===== config.mk =====
export PLATFORM = sky130hd
export DESIGN_NAME = number_to_seven_segment_writes
export DESIGN_NICKNAME = d
export VERILOG_FILES = /design/src/rtl/ntss_pkg.sv /design/src/rtl/number_to_seven_segment_writes.sv /design/src/rtl/ntss_decode.sv /design/src/rtl/ntss_out.sv
export SDC_FILE = /design/constraint.sdc
export NUM_CORES = 1
export LEC_CHECK = 0
export BUFFER_PORTS_ARGS = -buffer_cell sky130_fd_sc_hd__buf_2
export CORE_MARGIN = 3
export CORE_UTILIZATION = 40
export DETAILED_ROUTE_END_ITERATION = 16
export SETUP_SLACK_MARGIN = 0.1
export SKIP_LAST_GASP = 1
export SLEW_MARGIN = 30
export SYNTH_ARGS = -nofsm -noshare
export SYNTH_HDL_FRONTEND = slang
export SYNTH_SLANG_ARGS = --single-unit

===== constraint.sdc =====
create_clock -name clk_i -period 10.3 [get_ports clk_i]
set_clock_uncertainty 0.2 [all_clocks]
set_input_delay 2.06 -clock clk_i [delete_from_list [all_inputs] [get_ports clk_i]]
set_output_delay 2.06 -clock clk_i [all_outputs]
set_load 0.01 [all_outputs]

===== src/rtl/ntss_pkg.sv =====
// types, constants and the digit table of the seven-segment writer
`timescale 1ns / 1ps

package ntss_pkg;

  typedef logic [7:0]       seg_t;
  typedef logic [3:0][7:0]  segs_t;
  typedef logic [5:0]       addr_t;

  localparam seg_t        SegBlank  = 8'h00;
  localparam seg_t        SegE      = 8'h79;
  localparam seg_t        SegR      = 8'h50;
  localparam addr_t       AddrBase  = 6'h34;
  localparam logic [15:0] MaxShown  = 16'd9999;

  // digit to segment pattern, point off
  function automatic seg_t digit_seg(input logic [3:0] d);
    seg_t s;
    unique case (d)
      4'd0:    s = 8'h3F;
      4'd1:    s = 8'h06;
      4'd2:    s = 8'h5B;
      4'd3:    s = 8'h4F;
      4'd4:    s = 8'h66;
      4'd5:    s = 8'h6D;
      4'd6:    s = 8'h7D;
      4'd7:    s = 8'h07;
      4'd8:    s = 8'h7F;
      4'd9:    s = 8'h6F;
      default: s = SegBlank;
    endcase
    return s;
  endfunction

endpackage


===== src/rtl/number_to_seven_segment_writes.sv =====
// top level: number in, four display register writes out
// a number is taken when start is high and busy low, into an input register
// its first word goes out once the number has moved on into the output register, then one word per cycle
// four words per number; the receiver cannot stall
// the next number waits in the input register while the current one drains
// reset clears both valid flags, so no word goes out until a number arrives
`timescale 1ns / 1ps

module number_to_seven_segment_writes (
  input  logic                clk_i,
  input  logic                rst_ni,
  input  logic                start,
  output logic                busy,
  input  logic [15:0]         number_value_i,
  output logic                strobe_o,
  output logic [5:0]          register_address_o,
  output logic [7:0]          segment_byte_o,
  output logic                last_write_o
);

  logic            num_vld_q, num_vld_d;
  logic [15:0]     num_q;
  logic            accept;
  logic            load;
  logic            out_free;
  ntss_pkg::segs_t segs;

  assign busy   = num_vld_q && !out_free;
  assign accept = start && !busy;
  assign load   = num_vld_q && out_free;

  always_comb begin
    num_vld_d = num_vld_q;
    if (accept) begin
      num_vld_d = 1'b1;
    end else if (load) begin
      num_vld_d = 1'b0;
    end
  end

  always_ff @(posedge clk_i or negedge rst_ni) begin
    if (!rst_ni) begin
      num_vld_q <= 1'b0;
    end else begin
      num_vld_q <= num_vld_d;
    end
  end

  always_ff @(posedge clk_i) begin
    if (accept) begin
      num_q <= number_value_i;
    end
  end

  ntss_decode u_decode (
    .num_i  (num_q),
    .segs_o (segs)
  );

  ntss_out u_out (
    .clk_i              (clk_i),
    .rst_ni             (rst_ni),
    .load_i             (load),
    .segs_i             (segs),
    .free_o             (out_free),
    .strobe_o           (strobe_o),
    .register_address_o (register_address_o),
    .segment_byte_o     (segment_byte_o),
    .last_write_o       (last_write_o)
  );

endmodule


===== src/rtl/ntss_decode.sv =====
// binary to four-digit segment patterns with blanking and error pattern
`timescale 1ns / 1ps

module ntss_decode (
  input  logic [15:0]         num_i,
  output ntss_pkg::segs_t     segs_o
);

  logic [13:0] v;
  logic [27:0] p1000, p100, p10;
  logic [3:0]  q1000;
  logic [6:0]  q100;
  logic [9:0]  q10;
  logic [3:0]  d3, d2, d1, d0;
  logic        err;

  assign v = num_i[13:0];

  // reciprocal multiplies, exact for values up to 9999
  assign p1000 = 28'(v) * 28'd8389;
  assign p100  = 28'(v) * 28'd5243;
  assign p10   = 28'(v) * 28'd6554;

  assign q1000 = p1000[26:23];
  assign q100  = p100[25:19];
  assign q10   = p10[25:16];

  // each digit is below ten, so four bits of the remainder suffice
  assign d3 = q1000;
  assign d2 = q100[3:0] - 4'(q1000 * 4'd10);
  assign d1 = q10[3:0]  - 4'(q100[3:0] * 4'd10);
  assign d0 = v[3:0]    - 4'(q10[3:0] * 4'd10);

  assign err = num_i > ntss_pkg::MaxShown;

  always_comb begin
    if (err) begin
      segs_o[0] = ntss_pkg::SegE;
      segs_o[1] = ntss_pkg::SegR;
      segs_o[2] = ntss_pkg::SegR;
      segs_o[3] = ntss_pkg::SegBlank;
    end else begin
      segs_o[0] = (num_i >= 16'd1000) ? ntss_pkg::digit_seg(d3) : ntss_pkg::SegBlank;
      segs_o[1] = (num_i >= 16'd100)  ? ntss_pkg::digit_seg(d2) : ntss_pkg::SegBlank;
      segs_o[2] = (num_i >= 16'd10)   ? ntss_pkg::digit_seg(d1) : ntss_pkg::SegBlank;
      segs_o[3] = ntss_pkg::digit_seg(d0);
    end
  end

endmodule


===== src/rtl/ntss_out.sv =====
// result register that sends the four display writes one per cycle
`timescale 1ns / 1ps

module ntss_out (
  input  logic                clk_i,
  input  logic                rst_ni,
  input  logic                load_i,
  input  ntss_pkg::segs_t     segs_i,
  output logic                free_o,
  output logic                strobe_o,
  output ntss_pkg::addr_t     register_address_o,
  output ntss_pkg::seg_t      segment_byte_o,
  output logic                last_write_o
);

  logic            active_q, active_d;
  logic [1:0]      idx_q, idx_d;
  ntss_pkg::segs_t segs_q, segs_d;

  // free when idle or while the last word of the current number goes out
  assign free_o = !active_q || (idx_q == 2'd3);

  always_comb begin
    active_d = active_q;
    idx_d    = idx_q;
    segs_d   = segs_q;
    if (load_i) begin
      active_d = 1'b1;
      idx_d    = 2'd0;
      segs_d   = segs_i;
    end else if (active_q) begin
      if (idx_q == 2'd3) begin
        active_d = 1'b0;
      end else begin
        idx_d = idx_q + 2'd1;
      end
    end
  end

  always_ff @(posedge clk_i or negedge rst_ni) begin
    if (!rst_ni) begin
      active_q <= 1'b0;
      idx_q    <= 2'd0;
    end else begin
      active_q <= active_d;
      idx_q    <= idx_d;
    end
  end

  always_ff @(posedge clk_i) begin
    segs_q <= segs_d;
  end

  assign strobe_o           = active_q;
  assign register_address_o = ntss_pkg::AddrBase + 6'(idx_q);
  assign segment_byte_o     = segs_q[idx_q];
  assign last_write_o       = active_q && (idx_q == 2'd3);

endmodule


==> results of run 1 <==
-- cell type report --
type	count	share of cell area
well taps	330	0.0364
clock inverters	3	0.00409
repair buffers	34	0.0159
flip-flops and latches	48	0.125
multi-input cells	732	0.710
inverters	292	0.0967
clock buffers	5	0.0110
-- cell families after synthesis --
| group | after synthesis |
|---|---|
| AND/OR/NAND/NOR | 162 |
| AO/OA/AOI/OAI | 151 |
| other | 2 |
| adder cells (fa/ha/maj) | 371 |
| multiplexers | 10 |
| flip-flops | 48 |
| XOR/XNOR | 33 |
| buffers and inverters | 305 |
-- path summary, 6_finish.rpt --
check                                from  slack (ps)  cells after the start          endpoint
worst max register to register  num_q[12]        2060                     26  u_out.segs_q[14]
worst max-delay path            num_q[12]        2060                     26  u_out.segs_q[14]
min in group asynchronous          rst_ni        1360                      1    u_out.strobe_o
max in group asynchronous          rst_ni        8420                      1         num_vld_q
worst min register to register  num_vld_q         320                      2    u_out.strobe_o
worst min-delay path            num_vld_q         320                      2    u_out.strobe_o
-- worst min-delay path, stage by stage, from the launching register on --
cell and delay, ps:
sky130_fd_sc_hd__dfrtp_1 380, sky130_fd_sc_hd__nor2_1 70, sky130_fd_sc_hd__inv_1 50
-- stage by stage --
step	hold slack [ps]	setup WS [ps]	util
floorplan	259	3150	-
global placement	296	2120	0.435
detailed placement	314	2080	0.436
CTS	322	2020	0.442
global route	371	1550	0.442
finish	321	2060	0.442
-- synth_stat cells (all sizes together) (2+ instances only) --
cell and count:
a21boi 2, conb 2, o22ai 2, a21oi 50, ha 243, a32oi 2
o31ai 3, nand2 45, xnor3 3, fa 128, o21a 4, and3 5
edfxtp 44, a221oi 2, xor2 11, inv 292, o21bai 5, o21ai 31
nand4 9, or2 3, nand3 12, xnor2 19, o211a 2, buf 5
nor4 2, or3 3, clkbuf 8, a22oi 2, mux2 3, nor3 13
nand3b 3, a211o 4, a2111oi 5, a311oi 2, o311ai 2, and2 11
a221o 2, dfrtp 4, nor2b 12, mux4 7, nor2 33, a21o 18
nand2b 7, a211oi 4
-- state kept, by name, summed over array words and instances (netlist names) --
name	flops
u_out.segs_q	28
num_q	16
u_out.idx_q	2
num_vld_q	1
u_out.strobe_o	1
-- routing by layer --
| metal | share of wire | global-route usage | vias up |
|---|---|---|---|
| met5 | 0 | 0 | - |
| met4 | 0.020 | 0.0338 | 0 |
| met3 | 0.054 | 0.0243 | 28 |
| met2 | 0.46 | 0.313 | 173 |
| met1 | 0.46 | 0.272 | 3574 |
| li1 | - | - | 3581 |
==> impl_metrics.xml, run 1 <==
<?xml version="1.0" encoding="UTF-8"?>
<metrics>
  <group name="synth">
    <metric name="dominantRegCellSynth" unit="">sky130_fd_sc_hd__edfxtp_1</metric>
    <metric name="synth_top_cells_by_area" unit="">sky130_fd_sc_hd__ha_1, sky130_fd_sc_hd__fa_1, sky130_fd_sc_hd__edfxtp_1</metric>
    <metric name="synth-compound-area-share" unit="">0.0973</metric>
    <metric name="synth_simple_gate_area_frac" unit="">0.0757</metric>
    <metric name="post_synth_mux_area_share" unit="">0.0180</metric>
    <metric name="netlist_instances" unit="">1082</metric>
    <metric name="ys_ff_latch" unit="">48</metric>
    <metric name="asyncSetResetFlopFracSynth" unit="">0.0833</metric>
    <metric name="synthXorXnorAreaFrac" unit="">0.0367</metric>
    <metric name="synth_cell_type_count" unit="">71</metric>
    <metric name="synthDominantCellAreaShare" unit="">0.287</metric>
    <metric name="syn-mean-instance-area" unit="sq um">9.81</metric>
    <metric name="synth_area_leader_cell" unit="">sky130_fd_sc_hd__ha_1</metric>
    <metric name="synth_top_family_by_area" unit="">adder cells</metric>
    <metric name="yosysWarningCount" unit="">0</metric>
    <metric name="netlist_area" unit="sq um">10600</metric>
    <metric name="synth-seq-area-share" unit="">0.134</metric>
    <metric name="yosys.area_share.adder" unit="">0.528</metric>
    <metric name="synth_edf_count" unit="">44</metric>
  </group>
  <group name="placed_design">
    <metric name="dp.cells" unit="">1436</metric>
    <metric name="placedInstanceArea" unit="sq um">11200</metric>
    <metric name="finalWeightedCongestion" unit="">0.989</metric>
    <metric name="half_perimeter_wire_length_after_detailed_placement" unit="mm">22.8</metric>
    <metric name="place.port_buffers" unit="">30</metric>
  </group>
  <group name="floorplan">
    <metric name="row_count" unit="">58</metric>
    <metric name="floorplan.die_area" unit="sq um">28500</metric>
    <metric name="fp.dieH" unit="microns">169</metric>
    <metric name="core_region_area" unit="sq um">25600</metric>
    <metric name="die-width" unit="microns">169</metric>
    <metric name="floorplan.io_pins" unit="">36</metric>
    <metric name="start_util" unit="">0.414</metric>
  </group>
  <group name="worst_hold_path">
    <metric name="min_path_type" unit="">reg2reg</metric>
  </group>
  <group name="clock_tree">
    <metric name="clock_tree_from_tritoncts" unit="">done</metric>
    <metric name="cts.htree.levels" unit="">2</metric>
    <metric name="cts_resized" unit="">0</metric>
    <metric name="tritoncts.num_buffers" unit="">5</metric>
    <metric name="clk_pin_slew_worst_paths" unit="ps">70</metric>
    <metric name="cts.repair_timing.setup_buffer_count" unit="">0</metric>
    <metric name="cts_sinks" unit="">48</metric>
    <metric name="worstSkewPairLatency" unit="ps">290</metric>
    <metric name="cts_root_buffer" unit="">sky130_fd_sc_hd__clkbuf_16</metric>
    <metric name="cts.path.max_buffers" unit="">2</metric>
    <metric name="cts-hold-fix-buffers" unit="">0</metric>
  </group>
  <group name="critical_path">
    <metric name="critPathKind" unit="">reg2reg</metric>
    <metric name="worstSetupEndpointType" unit="">flop</metric>
    <metric name="worst_path_largest_cell_delay" unit="ps">870</metric>
    <metric name="worstPathRequired" unit="ps">10110</metric>
    <metric name="critical_path.top_delay_family" unit="">adder cells</metric>
    <metric name="start_kind" unit="">flop</metric>
    <metric name="timing.critical_path.fanout_max" unit="">13</metric>
    <metric name="crit_top_cell" unit="">sky130_fd_sc_hd__ha_1</metric>
    <metric name="worstPathArrival" unit="ps">8060</metric>
    <metric name="critPathSlowestCell" unit="">sky130_fd_sc_hd__edfxtp_1</metric>
    <metric name="critical_path.n_buffers_inverters" unit="">3</metric>
  </group>
  <group name="global_routing">
    <metric name="global_route.overflow_total" unit="">0</metric>
    <metric name="grt_first_pass_wirelength" unit="mm">42.2</metric>
    <metric name="vias_in_the_first_global_route" unit="">7674</metric>
    <metric name="antenna_found_initial" unit="">0</metric>
    <metric name="grt_max_degree" unit="">29</metric>
    <metric name="grt_util_all_layers" unit="">0.190</metric>
  </group>
  <group name="final_layout">
    <metric name="layout.cells.most_common_list" unit="">sky130_fd_sc_hd__inv_1, sky130_fd_sc_hd__ha_1, sky130_fd_sc_hd__fa_1</metric>
    <metric name="final_cell_count_without_fillers" unit="">1444</metric>
    <metric name="antennaDiodeCount" unit="">0</metric>
    <metric name="multi_input_comb_area" unit="sq um">8050</metric>
    <metric name="final_common_cell" unit="">sky130_fd_sc_hd__inv_1</metric>
    <metric name="final_area" unit="sq um">11300</metric>
    <metric name="layout.area.seq" unit="sq um">1420</metric>
    <metric name="n_fill_cell" unit="">2486</metric>
    <metric name="design.final.nets" unit="">1503</metric>
    <metric name="drive_above_1_share" unit="">0.0655</metric>
    <metric name="syn2layout_area_growth" unit="%">6.77</metric>
  </group>
  <group name="sta">
    <metric name="final.min_clock_period" unit="ps">8240</metric>
    <metric name="report.final.slew_viol_count" unit="">0</metric>
    <metric name="timing_worst_slew_pin_value" unit="ps">868</metric>
    <metric name="finalHoldViolations" unit="">0</metric>
    <metric name="report.final.setup_viol" unit="">0</metric>
    <metric name="final.setup.tns" unit="ps">0</metric>
    <metric name="setup_repair_after_global_routing_missed_its_margin" unit="">false</metric>
    <metric name="clock.fmax" unit="MHz">121</metric>
    <metric name="relative_slew_slack" unit="">0.421</metric>
    <metric name="layout_worst_path_cycle_share" unit="">0.800</metric>
  </group>
  <group name="detailed_routing">
    <metric name="dr_total_vias" unit="">7356</metric>
    <metric name="drt_iter0_markers" unit="">404</metric>
    <metric name="drtAntennaViolNets" unit="">0</metric>
    <metric name="routed_wirelength" unit="mm">26.6</metric>
    <metric name="dr.pass1.iters" unit="">5</metric>
    <metric name="routed_via_density" unit="">5.09</metric>
    <metric name="drc" unit="">0</metric>
    <metric name="routed_wire_length_per_instance" unit="microns">18.4</metric>
  </group>
  <group name="flow_run">
    <metric name="max_capacitance_violation_count" unit="">0</metric>
  </group>
  <group name="outcome">
    <metric name="run_status" unit="">finished, final reports clean</metric>
  </group>
</metrics>
Power of run 1 is not shown: default switching activity piles up to over one toggle a cycle in this logic, so the estimate is an artifact.
==> run 2: changes to the inputs <==
Settings changed: ABC_AREA from default to 1.
Clock period 10.3 ns to 8.3 ns, I/O delays scaled along.
==> run 2 against run 1 <==
Compared with the run above:
- global-route usage grew 0.46 points
- final cell count increased by 26%
- cell area up 7.7%
- worst setup slack lost 620 ps
- largest cell class unchanged
==> impl_metrics.xml, run 2 <==
<?xml version="1.0" encoding="UTF-8"?>
<metrics>
  <group name="critical_path">
    <metric name="worstPathArrival" unit="ps">6700</metric>
    <metric name="worst_path_largest_cell_delay" unit="ps">800</metric>
    <metric name="worstPathRequired" unit="ps">8140</metric>
    <metric name="critical_path.top_delay_family" unit="">adder cells</metric>
    <metric name="timing.critical_path.fanout_max" unit="">12</metric>
    <metric name="worstSetupEndpointType" unit="">flop</metric>
    <metric name="critPathSlowestCell" unit="">sky130_fd_sc_hd__edfxtp_1</metric>
    <metric name="critical_path.n_buffers_inverters" unit="">8</metric>
    <metric name="start_kind" unit="">flop</metric>
    <metric name="critPathKind" unit="">reg2reg</metric>
    <metric name="crit_top_cell" unit="">sky130_fd_sc_hd__inv_1</metric>
  </group>
  <group name="synth">
    <metric name="synth-seq-area-share" unit="">0.125</metric>
    <metric name="synth_top_cells_by_area" unit="">sky130_fd_sc_hd__ha_1, sky130_fd_sc_hd__fa_1, sky130_fd_sc_hd__inv_1</metric>
    <metric name="netlist_area" unit="sq um">11400</metric>
    <metric name="post_synth_mux_area_share" unit="">0.000880</metric>
    <metric name="yosysWarningCount" unit="">0</metric>
    <metric name="netlist_instances" unit="">1409</metric>
    <metric name="ys_ff_latch" unit="">48</metric>
    <metric name="yosys.area_share.adder" unit="">0.493</metric>
    <metric name="syn-mean-instance-area" unit="sq um">8.07</metric>
    <metric name="dominantRegCellSynth" unit="">sky130_fd_sc_hd__edfxtp_1</metric>
    <metric name="synthDominantCellAreaShare" unit="">0.267</metric>
    <metric name="synth_cell_type_count" unit="">46</metric>
    <metric name="synthXorXnorAreaFrac" unit="">0.00616</metric>
    <metric name="synth_simple_gate_area_frac" unit="">0.181</metric>
    <metric name="synth.cells.most_frequent" unit="">sky130_fd_sc_hd__inv_1, sky130_fd_sc_hd__nand2_1, sky130_fd_sc_hd__ha_1, sky130_fd_sc_hd__fa_1, sky130_fd_sc_hd__nor2_1</metric>
    <metric name="synth_edf_count" unit="">44</metric>
    <metric name="synth_top_family_by_area" unit="">adder cells</metric>
    <metric name="synth.most_common_cell" unit="">sky130_fd_sc_hd__inv_1</metric>
    <metric name="synth_area_leader_cell" unit="">sky130_fd_sc_hd__ha_1</metric>
    <metric name="asyncSetResetFlopFracSynth" unit="">0.0833</metric>
    <metric name="synth-compound-area-share" unit="">0.0614</metric>
  </group>
  <group name="global_routing">
    <metric name="globalRouteMet3Util" unit="">0.0256</metric>
    <metric name="grt_first_pass_wirelength" unit="mm">46.9</metric>
    <metric name="global_route.overflow_total" unit="">0</metric>
    <metric name="globalRoute.busiestLayer" unit="">met2</metric>
    <metric name="grt_util_met1" unit="">0.276</metric>
    <metric name="gr-usage-met2" unit="">0.325</metric>
    <metric name="vias_in_the_first_global_route" unit="">9018</metric>
    <metric name="grt_max_degree" unit="">29</metric>
    <metric name="grt_util_all_layers" unit="">0.195</metric>
    <metric name="antenna_found_initial" unit="">0</metric>
  </group>
  <group name="detailed_routing">
    <metric name="routed_wirelength" unit="mm">29.0</metric>
    <metric name="dr.pass1.iters" unit="">5</metric>
    <metric name="drt_iter0_markers" unit="">500</metric>
    <metric name="routed_via_density" unit="">4.88</metric>
    <metric name="dr_total_vias" unit="">8914</metric>
    <metric name="drc" unit="">0</metric>
    <metric name="drtAntennaViolNets" unit="">0</metric>
    <metric name="routed_wire_length_per_instance" unit="microns">15.9</metric>
  </group>
  <group name="clock_tree">
    <metric name="cts_sinks" unit="">48</metric>
    <metric name="tritoncts.num_buffers" unit="">5</metric>
    <metric name="cts-hold-fix-buffers" unit="">0</metric>
    <metric name="cts_resized" unit="">0</metric>
    <metric name="clk_pin_slew_worst_paths" unit="ps">70</metric>
    <metric name="clock_tree_from_tritoncts" unit="">done</metric>
    <metric name="cts.repair_timing.setup_buffer_count" unit="">0</metric>
    <metric name="cts.htree.levels" unit="">2</metric>
    <metric name="worstSkewPairLatency" unit="ps">300</metric>
    <metric name="cts_root_buffer" unit="">sky130_fd_sc_hd__clkbuf_16</metric>
    <metric name="cts.path.max_buffers" unit="">2</metric>
  </group>
  <group name="floorplan">
    <metric name="floorplan.io_pins" unit="">36</metric>
    <metric name="start_util" unit="">0.407</metric>
    <metric name="core_region_area" unit="sq um">27900</metric>
    <metric name="fp.dieH" unit="microns">175</metric>
    <metric name="die-width" unit="microns">175</metric>
    <metric name="floorplan.die_area" unit="sq um">30500</metric>
    <metric name="row_count" unit="">61</metric>
  </group>
  <group name="sta">
    <metric name="final.setup.tns" unit="ps">0</metric>
    <metric name="timing_worst_slew_pin_value" unit="ps">844</metric>
    <metric name="report.final.slew_viol_count" unit="">0</metric>
    <metric name="final.min_clock_period" unit="ps">6860</metric>
    <metric name="relative_slew_slack" unit="">0.437</metric>
    <metric name="finalHoldViolations" unit="">0</metric>
    <metric name="clock.fmax" unit="MHz">146</metric>
    <metric name="setup_repair_after_global_routing_missed_its_margin" unit="">false</metric>
    <metric name="layout_worst_path_cycle_share" unit="">0.827</metric>
    <metric name="report.final.setup_viol" unit="">0</metric>
  </group>
  <group name="final_layout">
    <metric name="drive_above_1_share" unit="">0.0670</metric>
    <metric name="antennaDiodeCount" unit="">0</metric>
    <metric name="largest_reg_flops" unit="">28</metric>
    <metric name="final_common_cell" unit="">sky130_fd_sc_hd__inv_1</metric>
    <metric name="syn2layout_area_growth" unit="%">7.26</metric>
    <metric name="biggestRegsByFlops" unit="">u_out.segs_q x28, num_q x16, u_out.idx_q x2</metric>
    <metric name="final_cell_count_without_fillers" unit="">1825</metric>
    <metric name="finish.utilization" unit="">0.437</metric>
    <metric name="layout.cells.most_common_list" unit="">sky130_fd_sc_hd__inv_1, sky130_fd_sc_hd__nand2_1, sky130_fd_sc_hd__ha_1</metric>
    <metric name="design.final.nets" unit="">1836</metric>
    <metric name="largest_reg_by_ff_count" unit="">u_out.segs_q</metric>
  </group>
  <group name="placed_design">
    <metric name="place.port_buffers" unit="">30</metric>
    <metric name="finalWeightedCongestion" unit="">0.923</metric>
    <metric name="half_perimeter_wire_length_after_detailed_placement" unit="mm">25.3</metric>
    <metric name="dp.cells" unit="">1817</metric>
  </group>
  <group name="flow_run">
    <metric name="max_capacitance_violation_count" unit="">0</metric>
  </group>
  <group name="outcome">
    <metric name="run_status" unit="">finished, final reports clean</metric>
  </group>
  <group name="worst_hold_path">
    <metric name="min_path_type" unit="">reg2reg</metric>
  </group>
</metrics>
## run 2: cell types whose count changed after synthesis, sizes merged, moves of 6 or more
cell / previous run / this run
inv: 292 / 386
a21o: 18 / 8
nand2: 45 / 272
nor2: 33 / 84
and2: 11 / 1
nand2b: 7 / 1
mux4: 7 / 0
xnor2: 19 / 4
nor2b: 12 / 0
o21ai: 31 / 41
xor2: 11 / 4
nor3: 13 / 5
nand3: 12 / 73
## run 2: layout make-up
type / count / area (sq um)
Timing Repair Buffer: 37 / 203
Tap cell: 378 / 473
Clock buffer: 5 / 125
Clock inverter: 3 / 68.8
Inverter: 386 / 1450
Fill cell: 2864 / 15700
Multi-Input combinational cell: 968 / 8460
Sequential cell: 48 / 1420
## run 2: worst paths after layout
path                            cells past startpoint                to  startpoint  slack [ps]
worst max-delay path                               28  u_out.segs_q[24]    num_q[7]        1440
worst min-delay path                                2    u_out.strobe_o   num_vld_q         300
worst min register to register                      2    u_out.strobe_o   num_vld_q         300
worst max register to register                     28  u_out.segs_q[24]    num_q[7]        1440
max in group asynchronous                           1    u_out.idx_q[1]      rst_ni        6830
min in group asynchronous                           1    u_out.idx_q[0]      rst_ni         950
## run 2: layer usage
layer / share of wire / vias to the layer above
li1: - / 4431
met1: 0.47 / 4260
met2: 0.47 / 195
met3: 0.047 / 28
met4: 0.016 / 0
met5: 0 / -
## run 2: per-stage QoR
step	area (sq um)	setup WS [ps]	hold slack, ps
after global placement	12000	1470	287
after floorplan	11400	2230	255
after detailed placement	12000	1450	290
final	12200	1440	304
after CTS	12200	1440	309
after global routing	12200	1000	353
## run 2: cell families after synthesis
| family | count (synthesis) |
|---|---|
| XOR/XNOR | 8 |
| other | 2 |
| flip-flops | 48 |
| adder cells (fa/ha/maj) | 371 |
| AO/OA/AOI/OAI | 124 |
| buffers and inverters | 396 |
| multiplexers | 1 |
| AND/OR/NAND/NOR | 459 |
## run 2: worst reg2reg max path, delay by kind of cell (launching register included)
family	cells	cell delay, ps
AOI/OAI and AO/OA	3	370
xor gates and xnor gates	1	180
and+or+nand+nor	9	970
DFF	1	800
adders and majority gates	7	3310
buffers and inverters	8	780
Power of run 2 is left out for the same reason.
==> run 3: changes to the inputs <==
Settings changed: ABC_AREA 1 to 0.
Clock period 8.3 ns to 6 ns, I/O delays scaled along.
==> run 3 against run 2 <==
Compared with the run above:
- the run now ends with negative setup slack left
- register-to-register slack got worse by 2100 ps
- die area down 6.5%
- count of clock-buffer cells in the layout rose by 1
- cell area increased by 22%
- final cell count is 6.6% lower
- worst setup slack lost 2100 ps
- non-clock buffer count up 257
- wire length rose by 8.5%
- via count shrank 3.5%
- worst hold slack better by 27 ps
- sequential share of layout area down 2.1 points
- critical path type unchanged
==> impl_metrics.xml, run 3 (synthesis gave the netlist of run 1 again) <==
<?xml version="1.0" encoding="UTF-8"?>
<metrics>
  <group name="final_layout">
    <metric name="n_fill_cell" unit="">2105</metric>
    <metric name="final_common_cell" unit="">sky130_fd_sc_hd__inv_1</metric>
    <metric name="largest_reg_flops" unit="">28</metric>
    <metric name="drive_above_1_share" unit="">0.379</metric>
    <metric name="final_area" unit="sq um">14800</metric>
    <metric name="design.final.nets" unit="">1763</metric>
    <metric name="layout.area.seq" unit="sq um">1420</metric>
    <metric name="multi_input_comb_area" unit="sq um">9360</metric>
    <metric name="antennaDiodeCount" unit="">0</metric>
    <metric name="syn2layout_area_growth" unit="%">39.8</metric>
    <metric name="largest_reg_by_ff_count" unit="">u_out.segs_q</metric>
    <metric name="biggestRegsByFlops" unit="">u_out.segs_q x28, num_q x16, u_out.idx_q x2</metric>
    <metric name="layout.cells.most_common_list" unit="">sky130_fd_sc_hd__inv_1, sky130_fd_sc_hd__buf_4, sky130_fd_sc_hd__ha_1</metric>
  </group>
  <group name="placed_design">
    <metric name="placedInstanceArea" unit="sq um">13100</metric>
    <metric name="half_perimeter_wire_length_after_detailed_placement" unit="mm">25.4</metric>
    <metric name="finalWeightedCongestion" unit="">0.963</metric>
    <metric name="place.port_buffers" unit="">30</metric>
  </group>
  <group name="detailed_routing">
    <metric name="dr_total_vias" unit="">8598</metric>
    <metric name="met1_length" unit="mm">14.1</metric>
    <metric name="routed_wirelength" unit="mm">31.5</metric>
    <metric name="dr.pass1.iters" unit="">5</metric>
    <metric name="routed_via_density" unit="">5.05</metric>
    <metric name="dr_top_layer" unit="">met4</metric>
    <metric name="drt_iter0_markers" unit="">476</metric>
    <metric name="drc" unit="">0</metric>
    <metric name="routed_wire_length_per_instance" unit="microns">18.5</metric>
    <metric name="drtAntennaViolNets" unit="">0</metric>
    <metric name="metal2_wl" unit="mm">15.0</metric>
    <metric name="routed-wl-met3" unit="mm">1.53</metric>
  </group>
  <group name="critical_path">
    <metric name="reg2reg_setup_slack" unit="ps">-710</metric>
    <metric name="r2r_cells" unit="">26</metric>
    <metric name="crit_path_start" unit="">num_q[13]</metric>
    <metric name="critPathKind" unit="">reg2reg</metric>
    <metric name="critPathSlowestCell" unit="">sky130_fd_sc_hd__edfxtp_1</metric>
    <metric name="critical_path_sink" unit="">u_out.segs_q[14]</metric>
    <metric name="worst_path_largest_cell_delay" unit="ps">610</metric>
    <metric name="worstPathRequired" unit="ps">5820</metric>
    <metric name="start_kind" unit="">flop</metric>
    <metric name="crit-reg2reg-launch" unit="">num_q[13]</metric>
    <metric name="timing.critical_path.fanout_max" unit="">5</metric>
    <metric name="worstPathArrival" unit="ps">6530</metric>
    <metric name="worstSetupEndpointType" unit="">flop</metric>
    <metric name="capture_point_of_the_worst_reg_to_reg_path" unit="">u_out.segs_q[14]</metric>
  </group>
  <group name="floorplan">
    <metric name="row_count" unit="">58</metric>
    <metric name="core_region_area" unit="sq um">25600</metric>
    <metric name="floorplan.die_area" unit="sq um">28500</metric>
    <metric name="floorplan.io_pins" unit="">36</metric>
    <metric name="fp.dieH" unit="microns">169</metric>
    <metric name="die-width" unit="microns">169</metric>
    <metric name="start_util" unit="">0.414</metric>
  </group>
  <group name="sta">
    <metric name="final.min_clock_period" unit="ps">6710</metric>
    <metric name="setup_ws" unit="ps">-710</metric>
    <metric name="final_hold_slack" unit="ps">331</metric>
    <metric name="finalHoldViolations" unit="">0</metric>
    <metric name="relative_slew_slack" unit="">0.461</metric>
    <metric name="report.final.setup_viol" unit="">21</metric>
    <metric name="setup_repair_after_global_routing_missed_its_margin" unit="">true</metric>
    <metric name="timing_worst_slew_pin_value" unit="ps">807</metric>
    <metric name="layout_worst_path_cycle_share" unit="">1.12</metric>
    <metric name="report.final.slew_viol_count" unit="">0</metric>
    <metric name="clock.fmax" unit="MHz">149</metric>
  </group>
  <group name="clock_tree">
    <metric name="clock_tree_from_tritoncts" unit="">done</metric>
    <metric name="tritoncts.num_buffers" unit="">5</metric>
    <metric name="cts.path.max_buffers" unit="">2</metric>
    <metric name="clk_pin_slew_worst_paths" unit="ps">70</metric>
    <metric name="cts-hold-fix-buffers" unit="">0</metric>
    <metric name="cts_sinks" unit="">48</metric>
    <metric name="cts.htree.levels" unit="">2</metric>
    <metric name="worstSkewPairLatency" unit="ps">310</metric>
    <metric name="cts_root_buffer" unit="">sky130_fd_sc_hd__clkbuf_16</metric>
  </group>
  <group name="flow_run">
    <metric name="max_capacitance_violation_count" unit="">0</metric>
  </group>
  <group name="global_routing">
    <metric name="grt_first_pass_wirelength" unit="mm">48.2</metric>
    <metric name="grt_util_all_layers" unit="">0.217</metric>
    <metric name="grt_max_degree" unit="">29</metric>
    <metric name="antenna_found_initial" unit="">0</metric>
    <metric name="global_route.overflow_total" unit="">0</metric>
    <metric name="vias_in_the_first_global_route" unit="">9155</metric>
  </group>
  <group name="worst_hold_path">
    <metric name="min_path_type" unit="">reg2reg</metric>
  </group>
  <group name="outcome">
    <metric name="failed_checks" unit="">negative setup slack</metric>
    <metric name="run_status" unit="">finished, violations left</metric>
  </group>
</metrics>
-- run 3: cell type report --
cell class | instances | share of cell area
clock buffer | 6 | 0.00869
tap | 330 | 0.0278
multi-input combinational | 732 | 0.631
inverter | 292 | 0.0754
sequential | 48 | 0.0958
timing repair buffer | 294 | 0.157
clock inverter | 2 | 0.00405
-- run 3: what timing repair did --
item / 4_1_cts / 5_1_grt
pin swaps: 77 / 60
gates resized for setup: 120 / 104
endpoints found under the setup margin: 23 / 27
setup buffers: 24 / 28
-- run 3: through the flow --
stage	setup TNS, ps	instances	setup WS [ps]	util
finish	-12790	1704	-710	0.579
global route	-16910	1704	-977	0.579
CTS	-10990	1678	-740	0.549
detailed placement	-14850	1648	-925	0.510
global placement	-13280	1648	-799	0.509
floorplan	-7720	1085	-686	-
-- run 3: how the worst min path moves through the flow --
stage / startpoint / end / depth (start not counted)
after floorplan: num_vld_q / u_out.strobe_o / 2
after global placement: num_vld_q / u_out.strobe_o / 2
after detailed placement: num_vld_q / u_out.strobe_o / 2
after CTS: num_vld_q / u_out.strobe_o / 2
after global routing: num_vld_q / u_out.strobe_o / 2
final: num_vld_q / u_out.strobe_o / 2
-- run 3: metal layers --
metal	vias to the layer above	track usage
li1	4104	-
met1	4241	0.304
met2	201	0.361
met3	52	0.0208
met4	0	0.0562
met5	-	0
-- run 3: worst max-delay path, delay by kind of cell, from the launching register on --
family / cells / cell delay, ps
adders and majority gates: 8 / 2540
xor gates and xnor gates: 6 / 1120
AOI/OAI and AO/OA: 5 / 900
DFF: 1 / 610
buffers and inverters: 4 / 420
and+or+nand+nor: 2 / 340
muxes: 1 / 320
Power of run 3 is left out for the same reason.
